==> config.mk <==
export PLATFORM = sky130hd
export DESIGN_NAME = char_lcd_4bit_expander_sequencer
export DESIGN_NICKNAME = d
export VERILOG_FILES = /design/src/rtl/core/clcd4_pkg.sv /design/src/rtl/core/clcd4_front.sv /design/src/rtl/core/clcd4_queue.sv /design/src/rtl/core/clcd4_back.sv /design/src/rtl/core/char_lcd_4bit_expander_sequencer.sv
export SDC_FILE = /design/constraint.sdc
export NUM_CORES = 1
export LEC_CHECK = 0
export ABC_AREA = 1
export BUFFER_PORTS_ARGS = -buffer_cell sky130_fd_sc_hd__buf_2
export CAP_MARGIN = 0
export CELL_PAD_IN_SITES_DETAIL_PLACEMENT = 0
export CELL_PAD_IN_SITES_GLOBAL_PLACEMENT = 1
export CORE_MARGIN = 2
export CORE_UTILIZATION = 48
export DETAILED_ROUTE_END_ITERATION = 10
export PLACE_DENSITY = 0.92
export SYNTH_ARGS = -nofsm -noshare
export SYNTH_HDL_FRONTEND = slang
export SYNTH_HIERARCHICAL = 1
export SYNTH_SLANG_ARGS = --single-unit
==> constraint.sdc <==
create_clock -name clk -period 5.48 [get_ports clk]
set_clock_uncertainty 0.15 [all_clocks]
set_input_delay 1.096 -clock clk [delete_from_list [all_inputs] [get_ports clk]]
set_output_delay 1.096 -clock clk [all_outputs]
set_load 0.02 [all_outputs]
==> src/rtl/core/clcd4_pkg.sv <==
// Shared types, opcodes and constants of the character-LCD expander sequencer.
package clcd4_pkg;

  // Operation codes of the input beat.
  typedef enum logic [1:0] {
    OP_INIT   = 2'd0,
    OP_CMD    = 2'd1,
    OP_DATA   = 2'd2,
    OP_SETPOS = 2'd3
  } op_t;

  // Configuration register indexes.
  typedef enum logic [1:0] {
    CFG_ENABLE_MASK    = 2'd0,
    CFG_BACKLIGHT_MASK = 2'd1,
    CFG_ROW2_OFFSET    = 2'd2,
    CFG_ROW3_OFFSET    = 2'd3
  } cfg_idx_t;

  localparam logic [6:0] ROW1_START = 7'h40;
  localparam logic [7:0] ADDR_CMD   = 8'h80;
  localparam logic [7:0] CTRL_LIMIT = 8'h1f;

  // Nibble counts: init runs 4 wake-up nibbles and 7 command bytes.
  localparam logic [4:0] INIT_LAST_NIB = 5'd17;
  localparam logic [4:0] BYTE_LAST_NIB = 5'd1;
  localparam logic [1:0] PHASE_LAST    = 2'd2;

  // One unit of work for the back end: a byte to send, or the init run.
  typedef struct packed {
    logic       is_init;
    logic       rs;
    logic [7:0] value;
  } job_t;

  typedef struct packed {
    logic [7:0] enable_mask;
    logic [7:0] backlight_mask;
  } masks_t;

  typedef struct packed {
    logic [6:0] row2_offset;
    logic [6:0] row3_offset;
  } row_offs_t;

  // Nibble stream of the init run.
  function automatic logic [3:0] init_nibble(input logic [4:0] idx);
    logic [3:0] nib;
    unique case (idx)
      5'd0, 5'd1, 5'd2: nib = 4'h3;
      5'd3:             nib = 4'h2;
      5'd4:             nib = 4'h2;
      5'd5:             nib = 4'h8;
      5'd6:             nib = 4'h0;
      5'd7:             nib = 4'h1;
      5'd8:             nib = 4'h0;
      5'd9:             nib = 4'h2;
      5'd10:            nib = 4'h1;
      5'd11:            nib = 4'h0;
      5'd12:            nib = 4'h0;
      5'd13:            nib = 4'hc;
      5'd14:            nib = 4'h0;
      5'd15:            nib = 4'h6;
      5'd16:            nib = 4'h0;
      5'd17:            nib = 4'h2;
      default:          nib = 4'h0;
    endcase
    return nib;
  endfunction

endpackage

==> src/rtl/core/clcd4_front.sv <==
// Front end: accept input beats, classify them and register a job for the queue.
module clcd4_front (
  input  logic                 clk,
  input  logic                 rst,
  input  logic                 in_valid,
  output logic                 in_ready,
  input  logic [1:0]           opcode,
  input  logic [7:0]           value,
  input  logic [1:0]           row,
  input  logic [5:0]           column,
  input  clcd4_pkg::row_offs_t offs,
  output logic                 job_valid,
  input  logic                 job_ready,
  output clcd4_pkg::job_t      job
);

  logic            keep;
  logic [6:0]      row_start;
  logic [7:0]      pos_addr;
  clcd4_pkg::job_t job_next;

  always_comb begin
    unique case (row)
      2'd0:    row_start = 7'd0;
      2'd1:    row_start = clcd4_pkg::ROW1_START;
      2'd2:    row_start = offs.row2_offset;
      default: row_start = offs.row3_offset;
    endcase
  end

  assign pos_addr = clcd4_pkg::ADDR_CMD + {1'b0, row_start} + {2'b00, column};

  always_comb begin
    keep     = 1'b1;
    job_next = '0;
    unique case (clcd4_pkg::op_t'(opcode))
      clcd4_pkg::OP_INIT: begin
        job_next.is_init = 1'b1;
      end
      clcd4_pkg::OP_CMD: begin
        job_next.value = value;
      end
      clcd4_pkg::OP_DATA: begin
        job_next.rs    = 1'b1;
        job_next.value = value;
        // drop control characters
        keep           = (value > clcd4_pkg::CTRL_LIMIT);
      end
      clcd4_pkg::OP_SETPOS: begin
        job_next.value = pos_addr;
      end
      default: begin
        keep = 1'b0;
      end
    endcase
  end

  assign in_ready = !job_valid || job_ready;

  always_ff @(posedge clk) begin
    if (rst) begin
      job_valid <= 1'b0;
    end else if (in_valid && in_ready) begin
      job_valid <= keep;
    end else if (job_ready) begin
      job_valid <= 1'b0;
    end
  end

  always_ff @(posedge clk) begin
    if (in_valid && in_ready) begin
      job <= job_next;
    end
  end

endmodule

==> src/rtl/core/clcd4_queue.sv <==
// Short job queue between the front end and the back end.
module clcd4_queue #(
  parameter int DEPTH = 2
) (
  input  logic            clk,
  input  logic            rst,
  input  logic            push,
  output logic            push_ready,
  input  clcd4_pkg::job_t push_job,
  output logic            pop_valid,
  input  logic            pop,
  output clcd4_pkg::job_t pop_job
);

  localparam int PTR_W = (DEPTH > 1) ? $clog2(DEPTH) : 1;
  localparam int CNT_W = $clog2(DEPTH + 1);

  clcd4_pkg::job_t  slots [DEPTH];
  logic [PTR_W-1:0] wr_ptr;
  logic [PTR_W-1:0] rd_ptr;
  logic [CNT_W-1:0] count;
  logic             do_push;
  logic             do_pop;

  assign push_ready = (count != CNT_W'(DEPTH));
  assign pop_valid  = (count != '0);
  assign do_push    = push && push_ready;
  assign do_pop     = pop && pop_valid;
  assign pop_job    = slots[rd_ptr];

  always_ff @(posedge clk) begin
    if (rst) begin
      wr_ptr <= '0;
      rd_ptr <= '0;
      count  <= '0;
    end else begin
      if (do_push) begin
        wr_ptr <= (wr_ptr == PTR_W'(DEPTH - 1)) ? '0 : wr_ptr + 1'b1;
      end
      if (do_pop) begin
        rd_ptr <= (rd_ptr == PTR_W'(DEPTH - 1)) ? '0 : rd_ptr + 1'b1;
      end
      if (do_push && !do_pop) begin
        count <= count + 1'b1;
      end else if (do_pop && !do_push) begin
        count <= count - 1'b1;
      end
    end
  end

  always_ff @(posedge clk) begin
    if (do_push) begin
      slots[wr_ptr] <= push_job;
    end
  end

endmodule

==> src/rtl/core/clcd4_back.sv <==
// Back end: expand each job into expander bytes, three per nibble, into an output register.
module clcd4_back (
  input  logic              clk,
  input  logic              rst,
  input  logic              job_valid,
  output logic              job_pop,
  input  clcd4_pkg::job_t   job_in,
  input  clcd4_pkg::masks_t masks,
  output logic              out_valid,
  input  logic              out_ready,
  output logic [7:0]        out_byte,
  output logic              out_last
);

  typedef enum logic [1:0] {
    ST_IDLE = 2'b01,
    ST_RUN  = 2'b10
  } state_t;

  state_t          state;
  clcd4_pkg::job_t job;
  logic [4:0]      nib_idx;
  logic [1:0]      phase;
  logic [3:0]      nib;
  logic [4:0]      last_nib;
  logic            at_end;
  logic            out_free;
  logic            emit;
  logic [7:0]      strobe_hi;
  logic [7:0]      strobe_lo;
  logic [7:0]      beat;

  always_comb begin
    if (job.is_init) begin
      nib = clcd4_pkg::init_nibble(nib_idx);
    end else if (nib_idx == 5'd0) begin
      nib = job.value[7:4];
    end else begin
      nib = job.value[3:0];
    end
  end

  assign last_nib  = job.is_init ? clcd4_pkg::INIT_LAST_NIB : clcd4_pkg::BYTE_LAST_NIB;
  assign at_end    = (nib_idx == last_nib) && (phase == clcd4_pkg::PHASE_LAST);
  assign strobe_hi = masks.backlight_mask | {nib, 4'h0} | masks.enable_mask | {7'd0, job.rs};
  assign strobe_lo = strobe_hi & ~masks.enable_mask;

  always_comb begin
    unique case (phase)
      2'd0:    beat = strobe_hi;
      2'd1:    beat = strobe_lo;
      default: beat = strobe_lo | masks.enable_mask;
    endcase
  end

  assign out_free = !out_valid || out_ready;
  assign emit     = (state == ST_RUN) && out_free;
  assign job_pop  = job_valid && ((state == ST_IDLE) || (emit && at_end));

  always_ff @(posedge clk) begin
    if (rst) begin
      state     <= ST_IDLE;
      out_valid <= 1'b0;
      nib_idx   <= '0;
      phase     <= '0;
    end else begin
      if (emit) begin
        out_valid <= 1'b1;
      end else if (out_ready) begin
        out_valid <= 1'b0;
      end

      if (job_pop) begin
        state   <= ST_RUN;
        nib_idx <= '0;
        phase   <= '0;
      end else if (emit) begin
        if (at_end) begin
          state <= ST_IDLE;
        end
        if (phase == clcd4_pkg::PHASE_LAST) begin
          phase   <= '0;
          nib_idx <= nib_idx + 1'b1;
        end else begin
          phase <= phase + 1'b1;
        end
      end
    end
  end

  always_ff @(posedge clk) begin
    if (job_pop) begin
      job <= job_in;
    end
    if (emit) begin
      out_byte <= beat;
      out_last <= at_end;
    end
  end

endmodule

==> src/rtl/core/char_lcd_4bit_expander_sequencer.sv <==
// Top level of the character-LCD sequencer for a 4-bit I2C port expander.
//
// Input channel (s_*): one beat is one LCD operation (init, command byte,
// data character, set position). The front end classifies it, drops data
// characters of 0x1f or below, and registers a job into a short queue.
// Output channel (m_*): one beat is one byte for the port expander; tlast
// marks the final byte of an operation. Each nibble goes out as three
// bytes (enable high, enable low, enable high), upper nibble first.
// Throughput: a command, character or set position expands to 6 bytes and
// init to 54; the back end's sequencer sends one byte per cycle while the
// receiver takes them, and a job already waiting in the queue follows
// without a gap. An input beat passes the front-end job register, the queue
// write, the sequencer load and the output register on its way out.
// A stalled receiver holds the output register; the sequencer waits, the queue
// and the front-end job register fill, and only then does s_tready drop.
// Reset clears the queue, the sequencer and the output valid, and loads
// the registers with enable mask 0x04, backlight mask 0x08, row 2 offset
// 20 and row 3 offset 84. Write registers through cfg_* only while idle.
module char_lcd_4bit_expander_sequencer #(
  parameter int QUEUE_DEPTH = 2
) (
  input  logic        clk,
  input  logic        rst,
  input  logic        s_tvalid,
  output logic        s_tready,
  input  logic [23:0] s_tdata,   // opcode[1:0], value[9:2], row[11:10], column[17:12], zero pad
  output logic        m_tvalid,
  input  logic        m_tready,
  output logic [7:0]  m_tdata,   // expander_byte[7:0]
  output logic        m_tlast,   // last
  input  logic        cfg_we,
  input  logic [1:0]  cfg_index,
  input  logic [7:0]  cfg_data
);

  clcd4_pkg::masks_t    masks;
  clcd4_pkg::row_offs_t offs;
  clcd4_pkg::job_t      fe_job;
  clcd4_pkg::job_t      q_job;
  logic                 fe_valid;
  logic                 q_ready;
  logic                 q_valid;
  logic                 q_pop;

  // Configuration registers.
  always_ff @(posedge clk) begin
    if (rst) begin
      masks.enable_mask    <= 8'h04;
      masks.backlight_mask <= 8'h08;
      offs.row2_offset     <= 7'd20;
      offs.row3_offset     <= 7'd84;
    end else if (cfg_we) begin
      unique case (clcd4_pkg::cfg_idx_t'(cfg_index))
        clcd4_pkg::CFG_ENABLE_MASK:    masks.enable_mask    <= cfg_data;
        clcd4_pkg::CFG_BACKLIGHT_MASK: masks.backlight_mask <= cfg_data;
        clcd4_pkg::CFG_ROW2_OFFSET:    offs.row2_offset     <= cfg_data[6:0];
        clcd4_pkg::CFG_ROW3_OFFSET:    offs.row3_offset     <= cfg_data[6:0];
        default: ;
      endcase
    end
  end

  // Classify the operation and build the byte to send.
  clcd4_front u_front (
    .clk       (clk),
    .rst       (rst),
    .in_valid  (s_tvalid),
    .in_ready  (s_tready),
    .opcode    (s_tdata[1:0]),
    .value     (s_tdata[9:2]),
    .row       (s_tdata[11:10]),
    .column    (s_tdata[17:12]),
    .offs      (offs),
    .job_valid (fe_valid),
    .job_ready (q_ready),
    .job       (fe_job)
  );

  // Decouple the front end from the byte sequencer.
  clcd4_queue #(
    .DEPTH (QUEUE_DEPTH)
  ) u_queue (
    .clk        (clk),
    .rst        (rst),
    .push       (fe_valid),
    .push_ready (q_ready),
    .push_job   (fe_job),
    .pop_valid  (q_valid),
    .pop        (q_pop),
    .pop_job    (q_job)
  );

  // Expand jobs into expander bytes.
  clcd4_back u_back (
    .clk       (clk),
    .rst       (rst),
    .job_valid (q_valid),
    .job_pop   (q_pop),
    .job_in    (q_job),
    .masks     (masks),
    .out_valid (m_tvalid),
    .out_ready (m_tready),
    .out_byte  (m_tdata),
    .out_last  (m_tlast)
  );

  // The sequencer only takes a job the queue actually holds.
  a_pop_nonempty: assert property (@(posedge clk) disable iff (rst) q_pop |-> q_valid)
    else $error("job taken from an empty queue");

  // After reset the output is empty and the input side is open.
  a_reset_clean: assert property (@(posedge clk) rst |=> !m_tvalid && s_tready)
    else $error("block not idle after reset");

  // A full queue always has a job to offer.
  a_full_valid: assert property (@(posedge clk) disable iff (rst) !q_ready |-> q_valid)
    else $error("queue reports full and empty at once");

endmodule
# [Yosys cells after proc, flatten, opt, wreduce, memory -nomap -nowiden]
# Memory sizes are Yosys's and may differ from the RTL's. A register that Yosys moved wholly into a read port is not among the register bits.
# Index checks and enable logic that the tools add are counted.
[word_totals] rom_bits=128 register_bits=64 elab_cells=108 memories=2 mem_bits_rw=20
[op_classes] n_addsub=8 eq_ne=14 n_reduce_logical=35 mux=25 bitwise=6 n_lt_le_gt_ge=1
[memory_table] memory="(name not given)" words=32 word_bits=4 read_ports=1 rd_ports_with_merged_regs=1 wr=0 line="clcd4_pkg.sv:49" text="unique case (idx)"
[memory_table] memory="u_queue.slots" words=2 word_bits=10 read_ports=1 rd_ports_with_merged_regs=1 wr=1 line="clcd4_queue.sv:18" text="clcd4_pkg::job_t slots [DEPTH];"
[ops] op="one-hot mux 8 bit (2 select lines)" count=2
[ops] op="OR 8 bit" count=3
[ops] op="one-hot mux 7 bit (3 select lines)" count=1
[ops] op="2-to-1 mux 5 bit" count=3
[ops] op="equality test 2 bit, second input constant" count=7
[ops] op="2-to-1 mux 2 bit" count=6
[ops] op="AND reduction 2 bit" count=6
[ops] op="nonzero test 2 bit" count=6
[ops] op="2-to-1 mux 1 bit" count=11
[ops] op="equality test 2 x 1 -> 1 bit, second input constant" count=5
[ops] op="logical AND 1 bit" count=9
[ops] op="adder 8 x 6 -> 8 bit" count=1
[ops] op="adder 8 x 7 -> 8 bit, first input constant" count=1
[ops] op="bitwise AND 8 bit" count=1
[ops] op="> comparator 8 x 5 -> 1 bit, second input constant" count=1
[ops] op="zero test 2 bit" count=4
[ops] op="2-to-1 mux 4 bit" count=2
[ops] op="NOT 8 bit" count=1
[ops] op="OR 8 x 1 -> 8 bit" count=1
[ops] op="adder 5 x 1 -> 5 bit, second input constant" count=1
[ops] op="equality test 5 bit" count=1
[ops] op="zero test 5 bit" count=1
[ops] op="adder 2 x 1 -> 2 bit, second input constant" count=2
[ops] op="zero test 1 bit" count=4
[ops] op="other kinds (5)" count=9

# [Longest topological paths before layout]
[depth] ltp_word=10 depth_mapped=17 depth_no_buf=16

# [Cells and area by module]
# Netlist, hierarchy kept.
[by_module_without_submodules] mod="clcd4_back" instances=1 area_each_um2=1575.3 cells_each=163
[by_module_without_submodules] mod="char_lcd_4bit_expander_sequencer" instances=1 area_each_um2=1232.4 cells_each=184
[by_module_without_submodules] mod="clcd4_queue" instances=1 area_each_um2=1014.7 cells_each=68
[by_module_without_submodules] mod="clcd4_front" instances=1 area_each_um2=932.1 cells_each=129

# [Worst setup path after synthesis]
# Ideal clock, no wire load.
[synth_timing] path_kind="input to register" from="input s_tdata[11]" to="register u_front/job[6] (netlist bit) (data pin)" path_slack_ps=2590 setup_ps=266 path_buffers=0 arrival_time_ps=2474 cell_stages=12 cell_sequence="inv_1 -> nor2_1 -> a22o_1 -> ha_1 -> inv_1 -> fa_1 -> inv_1 -> nand3_1 -> nand3_1 -> nand2_1 -> nand3_1 -> a21oi_1"
[synth_lines] item="start, declared" line="char_lcd_4bit_expander_sequencer.sv:26" text="input logic [23:0] s_tdata,"
[synth_lines] item="end signal, assigned" line="clcd4_front.sv:72" text="job <= job_next;"
[synth_lines] item="end, declared" line="clcd4_front.sv:14" text="output clcd4_pkg::job_t job"

==> summary.txt <==
Synth
  – Syn_nets: between 500 and 600
  – Synth Area in Adders: 3.842%
  – Post-synth cell types: 41
  – Avg Inst Size Synth: between 8 and 9 µm²
  – Cells after Synth: between 500 and 600
  – Combinational family with the most area after synthesis: simple AND/OR/NAND/NOR gates
  – Simple-gate portion of the synthesized area: ~24%
  – Sequential share of the synthesized area: around 52%
  – Ys Warns: 6
  – Synthesis-stage register bit count: a little under 100
  – Mux cell area share after synthesis: under 10%
  – Synth Area in Compound Gates: a little under 8%
  – Cell area after synthesis: approximately 0.0048 mm²
  – Synth Area in XOR/XNOR: less than 1%

Cells and area
  – Area Overhead vs Synth: 11.61%
  – Fillers: ~860
  – Final Core Density: around 55%
  – Nets: between 600 and 700
  – Non-Filler Instances: slightly above 700
  – Most common cell after layout, fill and taps aside: nand2_1
  – Most frequent cells in the layout: nand2_1 (119), inv_1 (77), nor2_1 (73)
  – N_diodes: 0
  – Layout cell share with drive strength beyond 1: a little under a fifth
  – Final instance area: 0.005306 mm²

Clock network
  – Total setup buffers inserted after CTS: 0
  – Clock Path Buffers: 2
  – CTS buffer count: 9
  – CTS resizes: 0
  – Hold_buf cts: 0
  – Clock latency on the worst-skew pair: about 360 ps
  – H-tree depth: 3
  – Clock-pin slew on the worst setup and hold paths: 90 ps
  – CTS Sinks: 99
  – TritonCTS clock tree: yes
  – Root Driver: clkbuf_8

Detailed routing
  – ANT nets after route: 0
  – Drt initial violations: ~160
  – DR vias: approximately 3500
  – Remaining DRCs: 0
  – Avg WL per Cell: ~12 µm
  – Drt via density: approximately 4.9
  – Drt pass-1 iters: 4
  – Final wirelength: about 8900 µm

Timing
  – Fin. max-slew vios: 0
  – F_max: roughly 0.33 GHz
  – # setup viols final: 0
  – Max_slew headroom: roughly 43%
  – Worst Tran Pin Value: roughly 850 ps
  – Final min period: ~3000 ps
  – Period utilization: around 55%
  – Hold Fails Final Rpt: 0
  – Final TNS setup: 0 ps
  – RSZ-0062 raised after global routing: no

Die
  – Die Width: 103.5 µm
  – Site row count: 36
  – Die footprint: 0.01072 mm²
  – IO Count: 50
  – Core area: roughly 0.0097 mm²
  – Initial Utilization: between 40% and 50%
  – Die height: 103.5 µm

Setup path
  – Kind of cell adding the most delay to the critical path: simple AND/OR/NAND/NOR gates
  – Critical path's slowest cell: fa_1
  – Worst setup EP type: flip-flop
  – CP bufs+invs: 4
  – Critical path's largest stage delay: approximately 360 ps
  – Crit-path max FO: 6
  – CP required: ~5400 ps
  – Startpoint Class: input pin
  – Worst-path cell chain: buf_2 > inv_1 > nor2_1 > a22o_1 > ha_1 > inv_1 > fa_1 > inv_1 > nand3_1 > nand3_1 > nand2_1 > nand3_1 > a21oi_1
  – Critical path type: in -> reg
  – Critical Path AT: between 2000 and 3000 ps

Global routing
  – Number of global-route vias before repair: around 3400
  – Gr usage total: 17.15%
  – Gr ovfl total: 0
  – First-pass GRT wire length: between 10000 and 15000 µm
  – Largest net degree at the start of global routing: 29
  – Initial antenna violation count: 0

Placement
  – GP Congestion: ~0.85
  – Placed cell areas: just over 0.005 mm²
  – Post-Place Cells: 709
  – PortBufs: 43
  – DP Wirelength: between 6000 and 7000 µm

Run
  – Max Cap Violations: 0

Power
  – Max rail drop VDD: 0.0001647 V
  – Static Leak: approximately 2.4 nW
  – Pwr dens: ~350 mW/mm²

Status
  – Run status: completed

Min path
  – Worst min path class: reg -> reg
synthesized netlist by cell type (all sizes together):
| master | n | share of area [%] |
|---|---|---|
| a21boi | 1 | 0.16 |
| a21o | 1 | 0.18 |
| a21oi | 35 | 3.7 |
| a22o | 5 | 0.92 |
| a2bb2oi | 1 | 0.18 |
| a32oi | 4 | 0.74 |
| buf | 7 | 1.0 |
| clkbuf | 5 | 0.39 |
| clkinv | 2 | 0.18 |
| dfxtp | 50 | 21 |
| edfxtp | 49 | 31 |
| fa | 1 | 0.42 |
| ha | 13 | 3.4 |
| inv | 86 | 6.8 |
| mux2 | 10 | 3.2 |
| nand2 | 130 | 11 |
| nand3 | 34 | 4.2 |
| nand3b | 2 | 0.32 |
| nand4 | 9 | 1.2 |
| nor2 | 78 | 6.8 |
| nor4 | 2 | 0.26 |
| o21ai | 13 | 1.6 |
| o22ai | 1 | 0.13 |
| o31ai | 1 | 0.16 |
| or2 | 1 | 0.13 |
| xor2 | 3 | 0.71 |
per-layer routing:
metal	vias to the layer above	part of all wire, %	global-route usage, %
met5	-	0	0
met4	0	1.5	5.598
met3	11	4.1	4.091
met2	77	48	29.23
met1	1619	47	21.57
li1	1839	-	-
layout make-up:
| type | count | area (µm²) | share of cell area, % |
|---|---|---|---|
| inverters | 88 | 334.1 | 6.296 |
| repair buffers | 44 | 222.7 | 4.197 |
| multi-input cells | 345 | 1881 | 35.44 |
| flip-flops and latches | 99 | 2472 | 46.59 |
| clock buffers | 12 | 177.7 | 3.348 |
| clock inverters | 4 | 52.55 | 0.9903 |
| well taps | 133 | 166.4 | 3.136 |
cell families (layout without fill, tap and decap cells):
| kind of cell | after synthesis | after routing |
|---|---|---|
| multiplexers | 10 | 10 |
| AND/OR/NAND/NOR | 256 | 256 |
| buffers and inverters | 100 | 148 |
| flip-flops | 99 | 99 |
| XOR/XNOR | 3 | 3 |
| adder cells (fa/ha/maj) | 14 | 14 |
| AO/OA/AOI/OAI | 62 | 62 |
sequential cells by signal, summed over array words and instances, names as in the netlist, 2 cells and up, named ones only:
register / cells
u_back/state: 2
u_queue/slots: 20
u_back/job: 10
u_back/out_byte: 8
u_front/job: 10
masks: 16
u_back/nib_idx: 5
offs: 14
u_queue/count: 2
u_back/phase: 2
per-stage QoR:
stage | power (mW) | hold slack (ps) | setup slack [ps]
after floorplan | 1.251 | 271.5 | 2590
after global placement | 1.321 | 276.3 | 2139
after detailed placement | 1.342 | 283.7 | 2110
after CTS | 1.856 | 304.3 | 2497
after global routing | 1.936 | 323.7 | 2326
final | 1.836 | 304.5 | 2452
power by group:
part           switching, mW  internal (mW)
registers             0.0573          0.898
clock network          0.246          0.268
logic                  0.226          0.140
worst paths after layout:
| kind | to | cells after the start | slack (ps) | from |
|---|---|---|---|---|
| max reg2reg | u_queue/count[1] | 14 | 2980 | u_back/job[9] |
| min reg2reg | u_queue/slots[1][7] | 0 | 300 | u_front/job[7] |
| min | u_queue/slots[1][7] | 0 | 300 | u_front/job[7] |
| max | u_front/job[6] | 13 | 2450 | s_tdata[11] |
Note: power is estimated with default switching activity, not from simulation.
